## src/sv/bal_pkg.sv

```systemverilog
// Shared types and constants for the bounded list engine.
// No dependencies.
package bal_pkg;
   typedef enum logic [3:0] {
      OP_GET = 4'd0, OP_SET = 4'd1, OP_FRONT = 4'd2, OP_BACK = 4'd3,
      OP_PUSH = 4'd4, OP_POP = 4'd5, OP_INSERT = 4'd6, OP_ERASE = 4'd7,
      OP_FIND = 4'd8, OP_SORT = 4'd9, OP_CLEAR = 4'd10
   } op_type;

   localparam logic [1:0] ST_OK    = 2'd0;
   localparam logic [1:0] ST_FULL  = 2'd1;
   localparam logic [1:0] ST_RANGE = 2'd2;

   typedef enum logic [3:0] {
      S_IDLE, S_READ, S_SHUP, S_SHDN, S_FIND,
      S_SORT_I, S_SORT_J, S_SORT_W, S_DONE
   } state_type;
endpackage

```

## src/sv/bal_if.sv

```systemverilog
// Valid/ready channel interfaces for the bounded list engine.
// Depends on nothing; widths follow the work item fields.
interface bal_req_if;
   logic               valid;
   logic               ready;
   logic [3:0]         opcode;
   logic [6:0]         position;
   logic signed [31:0] word_in;
   logic               ascending;
   modport source (output valid, opcode, position, word_in, ascending, input ready);
   modport sink   (input valid, opcode, position, word_in, ascending, output ready);
endinterface

interface bal_rsp_if;
   logic               valid;
   logic               ready;
   logic signed [31:0] word_out;
   logic [6:0]         found_at;
   logic               found;
   logic [1:0]         status;
   logic [6:0]         count;
   logic               is_empty;
   modport source (output valid, word_out, found_at, found, status, count, is_empty,
                   input ready);
   modport sink   (input valid, word_out, found_at, found, status, count, is_empty,
                   output ready);
endinterface

```

## src/sv/bounded_array_list_engine_unit.sv

```systemverilog
// Bounded list engine: an ordered list of signed 32-bit words in a
// single-port-read memory. Every item runs through a sequencer around that
// memory: insert and erase shift entries one at a time, find scans from the
// front, and sort is an insertion sort. The one memory read port, read then
// write back per entry, sets the pace of each item. The result is held in an
// output register; the next item is taken once it has gone.
module bounded_array_list_engine_unit import bal_pkg::*; #(
   parameter int CAPACITY = 64
) (
   input logic clock,
   input logic reset,
   bal_req_if.sink   req,
   bal_rsp_if.source rsp
);
   localparam int AW = (CAPACITY > 1) ? $clog2(CAPACITY) : 1;
   localparam int CW = $clog2(CAPACITY + 1);
   localparam logic [CW-1:0] CAP = CW'(CAPACITY);

   state_type st_ff, st_in;
   logic [CW-1:0] cnt_ff, cnt_in;
   op_type        op_ff, op_in;
   logic [CW-1:0] pos_ff, pos_in;
   logic [31:0]   wd_ff, wd_in;
   logic          up_ff, up_in;
   logic [CW-1:0] i_ff, i_in, j_ff, j_in;
   logic [31:0]   key_ff, key_in;
   logic          rvalid_ff, rvalid_in;
   logic [31:0]   wout_ff, wout_in;
   logic [6:0]    fat_ff, fat_in;
   logic          fnd_ff, fnd_in;
   logic [1:0]    sts_ff, sts_in;

   logic          wr_en;
   logic [AW-1:0] wr_addr, rd_addr;
   logic [31:0]   wr_data, rd_data;

   bal_mem #(.DEPTH(CAPACITY), .AW(AW)) u_mem (
      .clock, .wr_en, .wr_addr, .wr_data, .rd_addr, .rd_data
   );

   function automatic logic before_w(logic [31:0] a, logic [31:0] b, logic u);
      logic [31:0] ka, kb;
      ka = a ^ 32'h8000_0000;
      kb = b ^ 32'h8000_0000;
      return u ? (ka < kb) : (ka > kb);
   endfunction

   always_ff @(posedge clock) begin
      if (reset) begin
         st_ff  <= S_IDLE;
         cnt_ff <= '0;
      end else begin
         st_ff  <= st_in;
         cnt_ff <= cnt_in;
      end
      op_ff <= op_in; pos_ff <= pos_in; wd_ff <= wd_in; up_ff <= up_in;
      i_ff <= i_in; j_ff <= j_in; key_ff <= key_in; rvalid_ff <= rvalid_in;
      wout_ff <= wout_in; fat_ff <= fat_in; fnd_ff <= fnd_in; sts_ff <= sts_in;
   end

   assign req.ready    = (st_ff == S_IDLE);
   assign rsp.valid    = (st_ff == S_DONE);
   assign rsp.word_out = wout_ff;
   assign rsp.found_at = fat_ff;
   assign rsp.found    = fnd_ff;
   assign rsp.status   = sts_ff;
   assign rsp.count    = 7'(cnt_ff);
   assign rsp.is_empty = (cnt_ff == '0);

   always_comb begin
      st_in = st_ff; cnt_in = cnt_ff; op_in = op_ff; pos_in = pos_ff;
      wd_in = wd_ff; up_in = up_ff; i_in = i_ff; j_in = j_ff; key_in = key_ff;
      rvalid_in = 1'b0; wout_in = wout_ff; fat_in = fat_ff; fnd_in = fnd_ff;
      sts_in = sts_ff;
      wr_en = 1'b0; wr_addr = '0; wr_data = wd_ff; rd_addr = '0;
      case (st_ff)
         S_IDLE: begin
            if (req.valid) begin
               op_in  = op_type'(req.opcode);
               pos_in = (CW >= 7) ? CW'(req.position)
                      : ((req.position > 7'(CAP)) ? CAP : CW'(req.position));
               wd_in  = req.word_in;
               up_in  = req.ascending;
               wout_in = '0; fat_in = '0; fnd_in = 1'b0; sts_in = ST_OK;
               st_in  = S_READ;
            end
         end
         S_READ: begin
            // decide and launch the first access
            st_in = S_DONE;
            case (op_ff)
               OP_GET, OP_ERASE: begin
                  if (pos_ff < cnt_ff) begin
                     rd_addr = AW'(pos_ff); rvalid_in = 1'b1; j_in = pos_ff;
                     st_in = (op_ff == OP_ERASE) ? S_SHDN : S_READ;
                     op_in = op_ff;
                     if (op_ff == OP_GET) begin
                        st_in = S_SHDN;
                     end
                  end else sts_in = ST_RANGE;
               end
               OP_SET: begin
                  if (pos_ff < cnt_ff) begin
                     wr_en = 1'b1; wr_addr = AW'(pos_ff);
                  end else sts_in = ST_RANGE;
               end
               OP_FRONT, OP_BACK, OP_POP: begin
                  if (cnt_ff != '0) begin
                     rd_addr = (op_ff == OP_FRONT) ? '0 : AW'(cnt_ff - 1'b1);
                     rvalid_in = 1'b1; j_in = cnt_ff; st_in = S_SHDN;
                  end else sts_in = ST_RANGE;
               end
               OP_PUSH: begin
                  if (cnt_ff >= CAP) sts_in = ST_FULL;
                  else begin
                     wr_en = 1'b1; wr_addr = AW'(cnt_ff); cnt_in = cnt_ff + 1'b1;
                  end
               end
               OP_INSERT: begin
                  if (cnt_ff >= CAP) sts_in = ST_FULL;
                  else if (pos_ff > cnt_ff) sts_in = ST_RANGE;
                  else begin
                     j_in = cnt_ff; st_in = S_SHUP;
                  end
               end
               OP_FIND: begin
                  fat_in = 7'(cnt_ff);
                  if (cnt_ff != '0) begin
                     rd_addr = '0; rvalid_in = 1'b1; j_in = '0; st_in = S_FIND;
                  end
               end
               OP_SORT: begin
                  if (cnt_ff > CW'(1)) begin
                     i_in = CW'(1); st_in = S_SORT_I;
                  end
               end
               OP_CLEAR: cnt_in = '0;
               default: ;
            endcase
         end
         S_SHDN: begin
            // get/front/back/pop capture; erase shifts down one entry at a time, read then write
            if (rvalid_ff) begin
               if (j_ff == pos_ff || op_ff != OP_ERASE) begin
                  wout_in = rd_data;
               end
               if (op_ff != OP_ERASE) begin
                  if (op_ff == OP_POP) cnt_in = cnt_ff - 1'b1;
                  st_in = S_DONE;
               end else if (j_ff != pos_ff) begin
                  wr_en = 1'b1; wr_addr = AW'(j_ff - 1'b1); wr_data = rd_data;
               end
            end else if (j_ff + 1'b1 < cnt_ff) begin
               j_in = j_ff + 1'b1; rd_addr = AW'(j_ff + 1'b1); rvalid_in = 1'b1;
            end else begin
               cnt_in = cnt_ff - 1'b1; st_in = S_DONE;
            end
         end
         S_SHUP: begin
            if (rvalid_ff) begin
               wr_en = 1'b1; wr_addr = AW'(j_ff); wr_data = rd_data;
               j_in = j_ff - 1'b1;
            end else if (j_ff > pos_ff) begin
               rd_addr = AW'(j_ff - 1'b1); rvalid_in = 1'b1;
            end else begin
               wr_en = 1'b1; wr_addr = AW'(pos_ff); cnt_in = cnt_ff + 1'b1;
               st_in = S_DONE;
            end
         end
         S_FIND: begin
            if (rvalid_ff) begin
               if (rd_data == wd_ff) begin
                  fat_in = 7'(j_ff); fnd_in = 1'b1; st_in = S_DONE;
               end else if (j_ff + 1'b1 < cnt_ff) begin
                  j_in = j_ff + 1'b1;
               end else st_in = S_DONE;
            end else begin
               rd_addr = AW'(j_ff); rvalid_in = 1'b1;
            end
         end
         S_SORT_I: begin
            // fetch key at i
            if (rvalid_ff) begin
               key_in = rd_data; j_in = i_ff; st_in = S_SORT_J;
            end else if (i_ff < cnt_ff) begin
               rd_addr = AW'(i_ff); rvalid_in = 1'b1;
            end else st_in = S_DONE;
         end
         S_SORT_J: begin
            if (rvalid_ff) begin
               if (before_w(key_ff, rd_data, up_ff)) begin
                  wr_en = 1'b1; wr_addr = AW'(j_ff); wr_data = rd_data;
                  j_in = j_ff - 1'b1;
               end else st_in = S_SORT_W;
            end else if (j_ff != '0) begin
               rd_addr = AW'(j_ff - 1'b1); rvalid_in = 1'b1;
            end else st_in = S_SORT_W;
         end
         S_SORT_W: begin
            wr_en = 1'b1; wr_addr = AW'(j_ff); wr_data = key_ff;
            i_in = i_ff + 1'b1; st_in = S_SORT_I;
         end
         S_DONE: begin
            if (rsp.ready) st_in = S_IDLE;
         end
         default: st_in = S_IDLE;
      endcase
   end
endmodule

```

## src/sv/bal_mem.sv

```systemverilog
// Element store: one write port, one read port, registered read data.
// No package dependencies.
module bal_mem #(
   parameter int DEPTH = 64,
   parameter int AW    = 6
) (
   input  logic          clock,
   input  logic          wr_en,
   input  logic [AW-1:0] wr_addr,
   input  logic [31:0]   wr_data,
   input  logic [AW-1:0] rd_addr,
   output logic [31:0]   rd_data
);
   logic [31:0] mem [DEPTH];
   always_ff @(posedge clock) begin
      if (wr_en) begin
         mem[wr_addr] <= wr_data;
      end
      rd_data <= mem[rd_addr];
   end
endmodule

```

## src/flat_wrapper.sv

```systemverilog
// flat-port wrapper written by rule: the top's interface ports become plain ports
module bounded_array_list_engine_unit_flat import bal_pkg::*;
#(
   parameter int CAPACITY = 64
)
  (clock, reset, req_valid, req_opcode, req_position, req_word_in, req_ascending, req_ready, rsp_valid, rsp_word_out, rsp_found_at, rsp_found, rsp_status, rsp_count, rsp_is_empty, rsp_ready);
  bal_req_if req_i ();
  bal_rsp_if rsp_i ();
  input logic clock;
  input logic reset;
  input wire logic [$bits(req_i.valid)-1:0] req_valid;
  input wire logic [$bits(req_i.opcode)-1:0] req_opcode;
  input wire logic [$bits(req_i.position)-1:0] req_position;
  input wire logic [$bits(req_i.word_in)-1:0] req_word_in;
  input wire logic [$bits(req_i.ascending)-1:0] req_ascending;
  output wire logic [$bits(req_i.ready)-1:0] req_ready;
  output wire logic [$bits(rsp_i.valid)-1:0] rsp_valid;
  output wire logic [$bits(rsp_i.word_out)-1:0] rsp_word_out;
  output wire logic [$bits(rsp_i.found_at)-1:0] rsp_found_at;
  output wire logic [$bits(rsp_i.found)-1:0] rsp_found;
  output wire logic [$bits(rsp_i.status)-1:0] rsp_status;
  output wire logic [$bits(rsp_i.count)-1:0] rsp_count;
  output wire logic [$bits(rsp_i.is_empty)-1:0] rsp_is_empty;
  input wire logic [$bits(rsp_i.ready)-1:0] rsp_ready;
  assign req_i.valid = req_valid;
  assign req_i.opcode = req_opcode;
  assign req_i.position = req_position;
  assign req_i.word_in = req_word_in;
  assign req_i.ascending = req_ascending;
  assign req_ready = req_i.ready;
  assign rsp_valid = rsp_i.valid;
  assign rsp_word_out = rsp_i.word_out;
  assign rsp_found_at = rsp_i.found_at;
  assign rsp_found = rsp_i.found;
  assign rsp_status = rsp_i.status;
  assign rsp_count = rsp_i.count;
  assign rsp_is_empty = rsp_i.is_empty;
  assign rsp_i.ready = rsp_ready;
  bounded_array_list_engine_unit #(.CAPACITY(CAPACITY)) u_core (.clock(clock), .reset(reset), .req(req_i), .rsp(rsp_i));
endmodule
```

## config.mk

```make
export PLATFORM = sky130hd
export DESIGN_NAME = bounded_array_list_engine_unit_flat
export DESIGN_NICKNAME = d
export VERILOG_FILES = /design/src/sv/bal_pkg.sv /design/src/sv/bal_if.sv /design/src/sv/bounded_array_list_engine_unit.sv /design/src/sv/bal_mem.sv /design/src/flat_wrapper.sv
export SDC_FILE = /design/constraint.sdc
export NUM_CORES = 2
export LEC_CHECK = 0
export BUFFER_PORTS_ARGS = -buffer_cell sky130_fd_sc_hd__buf_4
export CORE_UTILIZATION = 45
export CTS_BUF_LIST = sky130_fd_sc_hd__clkbuf_4 sky130_fd_sc_hd__clkbuf_8
export CTS_CLUSTER_SIZE = 40
export DETAILED_ROUTE_END_ITERATION = 10
export GPL_TIMING_DRIVEN = 0
export HOLD_SLACK_MARGIN = 0.12
export PLACE_DENSITY_LB_ADDON = 0.12
export REMOVE_ABC_BUFFERS = 1
export SLEW_MARGIN = 15
export SYNTH_ARGS = -nofsm -noshare
export SYNTH_HDL_FRONTEND = slang
export SYNTH_HIERARCHICAL = 1
export SYNTH_SLANG_ARGS = --single-unit
```

## constraint.sdc

```tcl
create_clock -name clock -period 5.1 [get_ports clock]
set_clock_uncertainty 0.15 [all_clocks]
set_input_delay 0.51 -clock clock [delete_from_list [all_inputs] [get_ports clock]]
set_output_delay 0.51 -clock clock [all_outputs]
set_load 0.02 [all_outputs]
```

==> run_results.csv <==
group,metric,value,unit
sta,fmax,0.1759,GHz
global_routing,overflow,0,
sta,min_period_over_period,111.5,%
outcome,status,"complete, but fails checks",
global_routing,grt_pass1_wl,379300,um
sta,tightestPinTransition,1.193,ns
critical_path,crit_top_cell,"buf_8",
worst_hold_path,worstHoldStart,"reset",
placement,post-dp-hpwl,169100,um
critical_path,cp_num_buf_inv,16,
sta,slew_headroom,20.44,%
critical_path,cp_slowest_cell,"nor3_2",
clock_tree,root_buffer,"clkbuf_8",
power,power,61280,uW
critical_path,worstPathArrival,6.42,ns
power,powerDensity,550.4,nW/um2
route,drt-wirelength-per-cell,32.69,um
worst_hold_path,hp-class,"input port to flop",
sta,finalSetupViolCount,31,
critical_path,path_class,"flop to flop",
yosys,synth_warnings,6,
clock_tree,clk_path_buf_depth,4,
critical_path,r2r_start,"u_core/j_ff[1]",
global_routing,grt_pass1_vias,50370,
critical_path,reg2reg_depth,30,
sta,finalSetupTns,-11.21,ns
sta,finalHoldViolations,0,
global_routing,grt_max_degree,65,
critical_path,critPathLaunch,"u_core/j_ff[1]",
floorplanning,die_x,445.9,um
sta,post-route-min-period,5.684,ns
power,p_leak,0.03612,uW
floorplanning,die_area,198900,um2
placement,dp.cells,7285,
route,vias,50700,
placement,port_buffers,99,
clock_tree,clk_latency,1.07,ns
finish,finalNonFillerCells,8386,
yosys,syn_avg_cell_area,19.72,um2
placement,place_congestion,0.8691,
yosys,yosysUniqueCellTypes,89,
clock_tree,clk_pin_slew,0.06,ns
yosys,synth-async-reset-ratio,0,%
route,ant_nets,0,
sta,final_max_slew_viol_count,0,
yosys,syn_area,88680,um2
finish,regArea,66370,um2
yosys,yosysSeqAreaShare,74.81,%
clock_tree,cts_inserted_buffers,377,
yosys,netlist_instances,4496,
critical_path,cp_slowest_stage_delay,0.54,ns
finish,drive_gt1_share,38.43,%
floorplanning,rows,162,
finish,final.fill_count,14630,
outcome,violations,"setup timing",
global_routing,grt_util_all_layers,27.28,%
critical_path,cp_num_cells,30,
sta,rsz0062_at_grt,"yes",
sta,setup_ws,-0.5840,ns
placement,pre_cts_ws,-4.207,ns
power,ir_drop,0.3458,mV
critical_path,cp_top_family,"buffers and inverters",
floorplanning,dieHeight,445.9,um
route,routed_via_density,6.046,
critical_path,cp_data_required_time,5.83,ns
floorplanning,start_util,45.39,%
critical_path,end_kind,"flop",
critical_path,crit_fanout,6,
clock_tree,clock_sinks,2224,
run,maxCapViolations,0,
critical_path,start_kind,"flop",
finish,multi_input_area,23300,um2
yosys,synth_seq_cells,2224,
finish,nNetsFinal,5594,
clock_tree,htree_num_levels,5,
finish,syn2layout_area_growth,25.53,%
yosys,synth-edff-count,2180,
clock_tree,cts_tree,"done",
global_routing,antenna_found_initial,17,
worst_hold_path,holdPathStages,5,
floorplanning,core,195400,um2
floorplanning,io_pins,100,
route,drtIter0Drc,5762,
yosys,synth_top_flop_cell,"edfxtp_1",
route,drc_errors,0,
route,dr.pass1.iters,6,
route,wirelength,274200,um
state kept, by name, summed over array words and instances, names as in the netlist:
register,count
u_core/u_mem/mem,2048
u_core/key_ff,32
u_core/rsp.word_out,32
u_core/u_mem/rd_data,32
u_core/wd_ff,32
u_core/i_ff,7
u_core/j_ff,7
u_core/pos_ff,7
u_core/rsp.count,7
u_core/rsp.found_at,7
u_core/op_ff,4
u_core/st_ff,4
u_core/rsp.status,2
u_core/rsp.found,1
u_core/rvalid_ff,1
u_core/up_ff,1
worst register-to-register path: cells and delay by family, from the launching register on:
family,cells,cell delay [ns]
buffers and inverters,16,2.17
DFF,1,0.51
and+or+nand+nor,3,0.73
adders and majority gates,2,0.55
AOI/OAI and AO/OA,8,1.26
xor gates and xnor gates,1,0.18
repair_timing:
action / 4_1_cts / 5_1_grt
gates cloned: 11 / 2
resized for setup: 519 / 99
setup endpoints to repair: 2080 / 584
hold buffers: 93 / 0
setup buffers: 239 / 130
hold endpoints to repair: 91 / 0
pin swaps: 146 / 84
kinds of logic after synthesis:
logic type / share of synthesized area (%)
buffers and inverters: 2.019
muxes: 13.50
DFF: 74.81
xor gates and xnor gates: 0.5333
and+or+nand+nor: 3.007
AOI/OAI and AO/OA: 5.208
adders and majority gates: 0.9284
layout make-up:
cell class | count | share of cell area (%)
clock buffers | 528 | 5.791
diodes | 14 | 0.03147
flip-flops and latches | 2224 | 59.62
inverters | 63 | 0.2338
well taps | 2624 | 2.949
multi-input cells | 1951 | 20.93
clock inverters | 118 | 0.5732
repair buffers | 864 | 9.870
synthesized netlist by cell type (all sizes together) (14+ instances only):
library cell  count  area, um2
a211o            42      367.9
a211oi           30      230.2
a21oi           107      535.5
a221oi           16      152.7
a22o             45      394.1
a22oi           137       1042
a311o            14      140.1
a31oi            26      162.7
and3             14      87.58
buf             155       1155
clkbuf          106      399.1
dfxtp            44      880.8
edfxtp         2180      65460
ha               65      813.3
inv              62      232.7
mux2i           191       1912
mux4            446      10040
nand2            99      374.1
nand2b           20      137.6
nand3            65      325.3
nand4            14      87.58
nor2            207      777.0
nor2b            25      156.4
nor3             36      201.5
nor4             16      106.4
o211ai           20      150.1
o21ai            64      331.6
o221ai           18      157.7
o22a             15      131.4
o22ai            47      294.0
xor2             41      359.1
per-layer routing:
layer	share of wire (%)	vias to the layer above	global-route usage [%]	routed length, um
met5	0.014	-	0	39
met4	4.2	8	10.76	11480
met3	8.0	529	4.539	21880
met2	47	2532	43.58	130100
met1	40	26900	37.53	110700
li1	-	20730	-	-
layout by cell type, fill, tap and decap left out, drive strengths merged, types with 15 or more instances in the layout:
| master | Yosys | layout |
|---|---|---|
| inv | 62 | 59 |
| mux2i | 191 | 191 |
| nor2b | 25 | 25 |
| nor4 | 16 | 16 |
| o211ai | 20 | 20 |
| o22ai | 47 | 47 |
| dlygate4sd3 | 0 | 93 |
| nand3 | 65 | 65 |
| nand2 | 99 | 99 |
| dfxtp | 44 | 44 |
| xor2 | 41 | 41 |
| a21oi | 107 | 107 |
| a22oi | 137 | 137 |
| a22o | 45 | 45 |
| clkinv | 1 | 109 |
| a211o | 42 | 42 |
| nor3 | 36 | 36 |
| nor2 | 207 | 207 |
| buf | 155 | 761 |
| mux4 | 446 | 446 |
| o21ai | 64 | 65 |
| a221oi | 16 | 16 |
| a31oi | 26 | 26 |
| a211oi | 30 | 30 |
| ha | 65 | 65 |
| nand2b | 20 | 20 |
| edfxtp | 2180 | 2180 |
| o22a | 15 | 15 |
| o221ai | 18 | 18 |
| clkbuf | 106 | 530 |
path summary, 6_finish.rpt:
kind                                            endpoint  slack [ns]
worst max-delay path            u_core/u_mem/rd_data[21]       -0.58
worst min-delay path                     u_core/st_ff[2]        0.30
worst max register to register  u_core/u_mem/rd_data[21]       -0.58
worst min register to register          u_core/key_ff[5]        0.33
power by group:
part           total [uW]  switching [uW]  internal, uW
sequential          22900             612         22300
clock               15400            7020          8340
combinational       23000           13600          9410
metrics by stage:
| stage | hold slack (ns) | utilization, % | instance area (um2) |
|---|---|---|---|
| after floorplan | 0.2996 | - | 87130 |
| after global placement | 0.3117 | 46.65 | 91150 |
| after detailed placement | 0.3157 | 49.74 | 97200 |
| after CTS | 0.1835 | 56.24 | 109900 |
| after global routing | 0.2487 | 56.96 | 111300 |
| final | 0.2990 | 56.97 | 111300 |
(Power assumes the default switching activity.)
